--- src/rtl/core/uvs_pkg.sv ---
// shared types, constants and rounding helpers for the uv sphere vertex generator
package uvs_pkg;

    // result kinds
    localparam logic [1:0] KIND_POS = 2'd0;
    localparam logic [1:0] KIND_NRM = 2'd1;
    localparam logic [1:0] KIND_TRI = 2'd2;
    localparam logic [1:0] KIND_ERR = 2'd3;

    // configuration register indexes
    localparam logic [1:0] REG_RADIUS  = 2'd0;
    localparam logic [1:0] REG_RINGS   = 2'd1;
    localparam logic [1:0] REG_SECTORS = 2'd2;

    // divider geometry
    localparam int DIV_NW       = 24;
    localparam int DIV_PER      = 4;
    localparam int DIV_STAGES   = DIV_NW / DIV_PER;
    localparam int DIV_RW       = 8;

    // cordic geometry
    localparam int CORDIC_STEPS = 16;
    localparam int CORDIC_PER   = 4;
    localparam int CORDIC_ITS   = CORDIC_STEPS / CORDIC_PER;
    localparam int CX_W         = 27;
    localparam int CZ_W         = 18;
    localparam logic signed [CX_W-1:0] CORDIC_K = 27'sd10188014;

    // pipeline stage indexes in the top level
    localparam int DIV_OUT_STAGE = DIV_STAGES;
    localparam int LAST_STAGE    = DIV_OUT_STAGE + CORDIC_ITS + 2 + 2;

    typedef struct packed {
        logic        err;
        logic        has_quad;
        logic [13:0] i00;
        logic [15:0] tu;
        logic [15:0] tv;
    } side_t;

    function automatic logic signed [CZ_W-1:0] atan_phase(input int i);
        logic signed [CZ_W-1:0] a;
        unique case (i)
            0:  a = 18'sd8192;
            1:  a = 18'sd4836;
            2:  a = 18'sd2555;
            3:  a = 18'sd1297;
            4:  a = 18'sd651;
            5:  a = 18'sd326;
            6:  a = 18'sd163;
            7:  a = 18'sd81;
            8:  a = 18'sd41;
            9:  a = 18'sd20;
            10: a = 18'sd10;
            11: a = 18'sd5;
            12: a = 18'sd3;
            13: a = 18'sd1;
            14: a = 18'sd1;
            default: a = 18'sd0;
        endcase
        return a;
    endfunction

    // round half away from zero, drop 14 fraction bits
    function automatic logic signed [33:0] rnd14(input logic signed [33:0] v);
        logic signed [33:0] r;
        if (v >= 0)
            r = (v + 34'sd8192) >>> 14;
        else
            r = -((-v + 34'sd8192) >>> 14);
        return r;
    endfunction

endpackage

--- src/rtl/core/uvs_div.sv ---
// pipelined restoring divider, four quotient bits per stage
module uvs_div (
    input  logic                        clk,
    input  logic                        en,
    input  logic [uvs_pkg::DIV_NW-1:0]  num,
    input  logic [6:0]                  den,
    output logic [15:0]                 quo
);

    logic [uvs_pkg::DIV_NW-1:0] num_reg [0:uvs_pkg::DIV_STAGES-1];
    logic [uvs_pkg::DIV_NW-1:0] q_reg   [0:uvs_pkg::DIV_STAGES-1];
    logic [uvs_pkg::DIV_RW-1:0] rem_reg [0:uvs_pkg::DIV_STAGES-1];
    logic [6:0]                 den_reg [0:uvs_pkg::DIV_STAGES-1];

    genvar j;
    generate
        for (j = 0; j < uvs_pkg::DIV_STAGES; j++) begin : g_stage
            logic [uvs_pkg::DIV_NW-1:0] num_next;
            logic [uvs_pkg::DIV_NW-1:0] q_next;
            logic [uvs_pkg::DIV_RW-1:0] rem_next;
            logic [6:0]                 den_in;

            always_comb
            begin
                logic [uvs_pkg::DIV_NW-1:0] n;
                logic [uvs_pkg::DIV_NW-1:0] q;
                logic [uvs_pkg::DIV_RW-1:0] r;
                if (j == 0)
                begin
                    n      = num;
                    q      = '0;
                    r      = '0;
                    den_in = den;
                end
                else
                begin
                    n      = num_reg[(j == 0) ? 0 : j-1];
                    q      = q_reg[(j == 0) ? 0 : j-1];
                    r      = rem_reg[(j == 0) ? 0 : j-1];
                    den_in = den_reg[(j == 0) ? 0 : j-1];
                end
                for (int t = 0; t < uvs_pkg::DIV_PER; t++)
                begin
                    r = {r[uvs_pkg::DIV_RW-2:0], n[uvs_pkg::DIV_NW-1]};
                    n = {n[uvs_pkg::DIV_NW-2:0], 1'b0};
                    if (r >= {1'b0, den_in})
                    begin
                        r = r - {1'b0, den_in};
                        q = {q[uvs_pkg::DIV_NW-2:0], 1'b1};
                    end
                    else
                    begin
                        q = {q[uvs_pkg::DIV_NW-2:0], 1'b0};
                    end
                end
                num_next = n;
                q_next   = q;
                rem_next = r;
            end

            always_ff @(posedge clk)
            begin
                if (en)
                begin
                    num_reg[j] <= num_next;
                    q_reg[j]   <= q_next;
                    rem_reg[j] <= rem_next;
                    den_reg[j] <= den_in;
                end
            end
        end
    endgenerate

    assign quo = q_reg[uvs_pkg::DIV_STAGES-1][15:0];

endmodule

--- config.mk ---
export PLATFORM = sky130hd
export DESIGN_NAME = uvs_div
export DESIGN_NICKNAME = d
export VERILOG_FILES = /design/src/rtl/core/uvs_pkg.sv /design/src/rtl/core/uvs_div.sv
export SDC_FILE = /design/constraint.sdc
export NUM_CORES = 1
export LEC_CHECK = 0
export BUFFER_PORTS_ARGS = -buffer_cell sky130_fd_sc_hd__buf_2
export CAP_MARGIN = 20
export CORE_MARGIN = 5
export CORE_UTILIZATION = 40
export CTS_BUF_LIST = sky130_fd_sc_hd__clkbuf_8
export DETAILED_ROUTE_END_ITERATION = 7
export PLACE_DENSITY = 0.6
export SKIP_LAST_GASP = 1
export SLEW_MARGIN = 5
export SYNTH_ARGS = -nofsm -noshare
export SYNTH_HDL_FRONTEND = slang
export SYNTH_SLANG_ARGS = --single-unit
export TNS_END_PERCENT = 10
--- constraint.sdc ---
create_clock -name clk -period 7.8 [get_ports clk]
set_input_delay 1.56 -clock clk [delete_from_list [all_inputs] [get_ports clk]]
set_output_delay 1.56 -clock clk [all_outputs]
set_load 0.1 [all_outputs]
==> results of run 1 <==
worst min-delay path by stage:
stage	startpoint	endpoint	slack, ns	depth (start not counted)
finish	num_reg[1][5]	num_reg[2][9]	0.42	0
CTS	num_reg[1][5]	num_reg[2][9]	0.42	0
global route	num_reg[2][8]	num_reg[3][12]	0.43	0
floorplan	num_reg[0][6]	num_reg[1][10]	0.40	0
global placement	num_reg[1][12]	num_reg[2][16]	0.40	0
detailed placement	num_reg[0][9]	num_reg[1][13]	0.40	0
repair_timing:
item	CTS	global route
setup buffers	6	18
pin swaps	6	41
gates cloned	0	0
gates resized for setup	9	82
endpoints found under the setup margin	20	32
through the flow:
step / util / setup slack (ns) / instance area, um2 / setup TNS, ns / hold slack [ns]
floorplan: - / -0.0491 / 13700 / -0.192 / 0.400
global placement: 0.476 / -0.436 / 16000 / -2.36 / 0.402
detailed placement: 0.476 / -0.447 / 16000 / -3.40 / 0.405
CTS: 0.491 / -0.0542 / 16500 / -0.146 / 0.419
global route: 0.504 / -0.124 / 17000 / -1.20 / 0.428
finish: 0.504 / 0.273 / 17000 / 0 / 0.419
kinds of logic after synthesis:
group | after synthesis
AO/OA/AOI/OAI | 362
XOR/XNOR | 71
adder cells (fa/ha/maj) | 185
buffers and inverters | 138
flip-flops | 170
multiplexers | 71
AND/OR/NAND/NOR | 319
layer usage:
metal	share of wire	track usage
met1	0.48	0.224
met5	0	0
met4	0.017	0.0494
met3	0.026	0.0264
met2	0.47	0.271
cells in the final DEF, fill, tap and decap left out, types with 33 or more instances in the layout:
master	synthesis	layout
nor2_1	94	91
mux2_2	42	37
buf_2	3	47
a21o_1	33	33
edfxtp_1	170	170
a21oi_1	68	61
buf_4	0	230
xnor2_1	43	43
nor2b_1	39	37
ha_1	163	158
o21ai_0	81	68
inv_1	126	123
nand2_1	57	55
critical path, delay by kind of cell, from the launching register on:
kind	cells	cell delay (ns)
AND/OR/NAND/NOR	4	0.56
adder cells (fa/ha/maj)	5	1.34
AO/OA/AOI/OAI	13	3.07
buffers and inverters	5	0.65
multiplexers	4	1.22
flip-flops	1	0.44
layout make-up:
type,count,area share
Clock buffer,17,0.0138
Clock inverter,15,0.0104
Inverter,127,0.0281
Multi-Input combinational cell,1008,0.498
Sequential cell,170,0.301
Tap cell,448,0.0330
Timing Repair Buffer,278,0.116
==> results.py, run 1 <==
metrics = {
    "synth": {
        "synth_compound_area_frac": 0.185,
        "syn_area_um2": 13700,
        "ys.warnings.count": 0,
        "synthMuxAreaShare": 0.0578,
        "synth-xor-area-share": 0.0453,
        "yosysMostFrequentCell": "edfxtp_1",
        "synth_top_family_by_area": "compound AO/OA/AOI/OAI gates",
        "yosys.area_share.adder": 0.181,
        "syn_avg_cell_area_um2": 10.4,
        "synth_edf_count": 170,
        "synth_cell_types": 81,
        "synth_ff_type": "edfxtp_1",
        "synth_nets": 1534,
        "synthSimpleGateAreaFrac": 0.121,
        "yosysSeqAreaShare": 0.372,
        "synth_top_area_cell": "edfxtp_1",
        "ys_ff_latch": 170,
        "synth.area.top_cells": "edfxtp_1 (37%), ha_1 (15%), inv_1 (3.4%), mux2_2 (3.4%), fa_1 (3.2%)",
        "async_flop_share": 0,
        "synthCells": 1316,
        "synth_top_area_share": 0.372,
        "synth_common_cells": "edfxtp_1 (170), ha_1 (163), inv_1 (126), nor2_1 (94), o21ai_0 (81)",
    },
    "global_routing": {
        "grt_pass1_vias": 10600,
        "antenna_found_initial": 0,
        "grt_pass1_wl_mm": 51.9,
        "grt_overflow": 0,
        "grt_max_degree": 107,
        "track_usage": 0.165,
    },
    "worst_setup_path": {
        "slowest_stage": "edfxtp_1",
        "slowest_delay_ns": 0.44,
        "r2r_cells": 31,
        "crit_top_cell": "buf_4",
        "critPathCaptureType": "flop",
        "start_kind": "flop",
        "crit_required_ns": 8.05,
        "path_max_fanout": 7,
        "worstReg2RegStart": "den_reg[0][0]",
        "r2r_end": "rem_reg[1][1]",
        "crit_start": "den_reg[0][0]",
        "r2r_slack_ns": 0.27,
        "crit_arrival_ns": 7.78,
        "worstSetupEndpoint": "rem_reg[1][1]",
        "critPathKind": "reg -> reg",
    },
    "sta": {
        "skew_ns": 0.0168,
        "fin_crit_sh": 0.965,
        "final_hold_viol_count": 0,
        "finalSetupViolCount": 0,
        "slew_headroom": 0.424,
        "worstMarginPinSlew_ns": 0.865,
        "max_freq_mhz": 133,
        "fin_crit_ns": 7.53,
        "slew_viol_final": 0,
        "rsz0062_at_grt": "true",
    },
    "clock_network": {
        "h-tree-depth": 4,
        "clock_sinks": 170,
        "postCtsHoldBufs": 0,
        "cts_buffer_depth": 2,
        "clk_pin_slew_ns": 0.10,
        "insertion_delay_ns": 0.48,
        "cts_inserted_buffers": 17,
        "cts_tree": "yes",
        "clockRootBuffer": "clkbuf_8",
    },
    "placed_design": {
        "dp_cells": 2007,
        "io_buffers": 48,
        "dp_hpwl_mm": 25.3,
        "gp_congestion": 0.890,
    },
    "worst_hold_path": {
        "hp-class": "reg -> reg",
    },
    "floorplanning": {
        "std_cell_rows": 67,
        "dieArea_um2": 38100,
        "ioPinCount": 49,
        "core_um2": 33700,
        "die_h_um": 195,
        "dieWidth_um": 195,
        "start_util": 0.407,
    },
    "layout": {
        "largest_register_ffs": 60,
        "drive_gt1_frac": 0.275,
        "stdcell_count": 2063,
        "area_growth_pct": 23.7,
        "fin_nets": 1820,
        "multi_input_area_um2": 8460,
        "seq_area_um2": 5100,
        "fillCellCount": 3096,
        "diodes": 0,
    },
    "job": {
        "drv_cap": 0,
    },
    "route": {
        "firstDrtPassIters": 5,
        "avgViaCountPerCell": 5.27,
        "first_iter_violations": 682,
        "drt-total-wl_mm": 32.4,
        "drt-wirelength-per-cell_um": 15.7,
        "ant_nets": 0,
        "drc_errors": 0,
        "dr_total_vias": 10900,
    },
    "run_status": {
        "status": "finished, final reports clean",
    },
}
Power of run 1 is not shown: default switching activity piles up to over one toggle a cycle in this logic, so the estimate is an artifact.
==> run 2: changes to the inputs <==
Settings changed: BUFFER_PORTS_ARGS -buffer_cell sky130_fd_sc_hd__buf_2 to -buffer_cell sky130_fd_sc_hd__clkbuf_2, CORE_UTILIZATION 40 to 59, PLACE_DENSITY 0.6 to 0.81.
==> results.py, run 2 (synthesis results as in run 1) <==
metrics = {
    "run_status": {
        "status": "finished with violations",
        "violations": "negative setup slack",
    },
    "layout": {
        "final_cell_mix": "buf_4 (175), edfxtp_1 (170), ha_1 (156)",
        "diodes": 0,
        "stdcell_count": 1879,
        "largest_register_ffs": 60,
        "fin_nets": 1771,
        "area_growth_pct": 19.7,
        "post-route-util": 0.722,
        "drive_gt1_frac": 0.257,
        "final_common_cell": "buf_4",
    },
    "route": {
        "wl_met3_mm": 2.16,
        "avgViaCountPerCell": 6.06,
        "dr_total_vias": 11400,
        "wl_met2_mm": 15.9,
        "met1_length_mm": 14.4,
        "top_layer": "met4",
        "drt-total-wl_mm": 33.5,
        "ant_nets": 0,
        "firstDrtPassIters": 5,
        "drt-wirelength-per-cell_um": 17.8,
        "drc_errors": 0,
        "first_iter_violations": 934,
    },
    "job": {
        "drv_cap": 0,
    },
    "worst_setup_path": {
        "start_kind": "flop",
        "slowest_stage": "edfxtp_1",
        "path_max_fanout": 7,
        "slowest_delay_ns": 0.41,
        "crit_required_ns": 8.15,
        "r2r_slack_ns": -0.1,
        "r2r_end": "rem_reg[2][6]",
        "crit_top_cell": "buf_4",
        "worstReg2RegStart": "num_reg[1][19]",
        "critPathCaptureType": "flop",
        "crit_arrival_ns": 8.25,
        "critPathKind": "reg -> reg",
        "r2r_cells": 41,
    },
    "clock_network": {
        "clockRootBuffer": "clkbuf_8",
        "h-tree-depth": 4,
        "cts_inserted_buffers": 17,
        "postCtsHoldBufs": 0,
        "cts_buffer_depth": 2,
        "insertion_delay_ns": 0.49,
        "clock_sinks": 170,
        "clk_pin_slew_ns": 0.10,
        "cts_tree": "yes",
    },
    "sta": {
        "fin_crit_sh": 1.01,
        "fin_crit_ns": 7.90,
        "max_freq_mhz": 127,
        "slew_headroom": 0.364,
        "slew_viol_final": 0,
        "skew_ns": 0.0161,
        "final.setup.worst_slack_ns": -0.0980,
        "rsz0062_at_grt": "true",
        "finalSetupViolCount": 7,
        "final_hold_viol_count": 0,
        "worstMarginPinSlew_ns": 0.954,
    },
    "global_routing": {
        "antenna_found_initial": 0,
        "grt_pass1_vias": 10800,
        "grt_pass1_wl_mm": 52.0,
        "track_usage": 0.240,
        "grt_overflow": 0,
        "grt_max_degree": 106,
    },
    "worst_hold_path": {
        "hold_start": "num_reg[1][14]",
        "min_to": "num_reg[2][18]",
        "hold_depth": 0,
        "hp-class": "reg -> reg",
    },
    "floorplanning": {
        "dieArea_um2": 26400,
        "std_cell_rows": 55,
        "dieWidth_um": 163,
        "ioPinCount": 49,
        "start_util": 0.603,
        "core_um2": 22800,
        "die_h_um": 163,
    },
    "placed_design": {
        "gp_congestion": 0.960,
        "dp_hpwl_mm": 24.4,
        "io_buffers": 48,
        "dp_cells": 1820,
    },
}
==> run 2: area by class of cell <==
type / instances / area [um2]
multi-input combinational: 1008 / 8470
fill: 1516 / 6340
sequential: 170 / 5100
timing repair buffer: 229 / 1620
inverter: 127 / 477
tap: 313 / 392
clock buffer: 17 / 234
clock inverter: 15 / 130
==> run 2: worst max path at each step <==
stage / from / endpoint / slack, ns / depth (start not counted)
after global routing: num_reg[1][19] / rem_reg[2][6] / -0.36 / 41
final: num_reg[1][19] / rem_reg[2][6] / -0.1 / 41
after CTS: num_reg[1][19] / rem_reg[2][6] / -0.04 / 42
after global placement: den[3] / rem_reg[0][1] / 0.03 / 26
after detailed placement: den[3] / rem_reg[0][2] / -0.17 / 28
after floorplan: den_reg[0][1] / rem_reg[1][4] / -0.05 / 30
==> run 2: stage by stage <==
step,hold WS [ns],area [um2],setup TNS (ns),setup slack (ns)
after floorplan,0.400,13700,-0.192,-0.0491
final,0.425,16400,-0.425,-0.0980
after global placement,0.401,15500,0,0.0292
after global routing,0.432,16400,-3.30,-0.363
after detailed placement,0.405,15500,-0.981,-0.169
after CTS,0.423,15900,-0.0781,-0.0367
==> run 2: repair_timing <==
item / CTS / global route
endpoints found under the setup margin: 17 / 35
pin swaps: 1 / 52
buffers inserted: 1 / 24
cloned: 0 / 2
gates resized for setup: 3 / 103
==> run 2: critical path: cells and delay by family, from the launching register on <==
kind | cells | cell delay (ns)
AOI/OAI and AO/OA | 13 | 2.49
buffers and inverters | 12 | 1.57
and+or+nand+nor | 9 | 1.43
adders and majority gates | 5 | 1.31
muxes | 2 | 0.53
DFF | 1 | 0.41
==> run 2: layer usage <==
metal | vias to the layer above | track usage
met5 | - | 0
li1 | 5410 | -
met1 | 5408 | 0.329
met3 | 96 | 0.0347
met4 | 0 | 0.0778
met2 | 471 | 0.394
Power of run 2 is left out for the same reason.
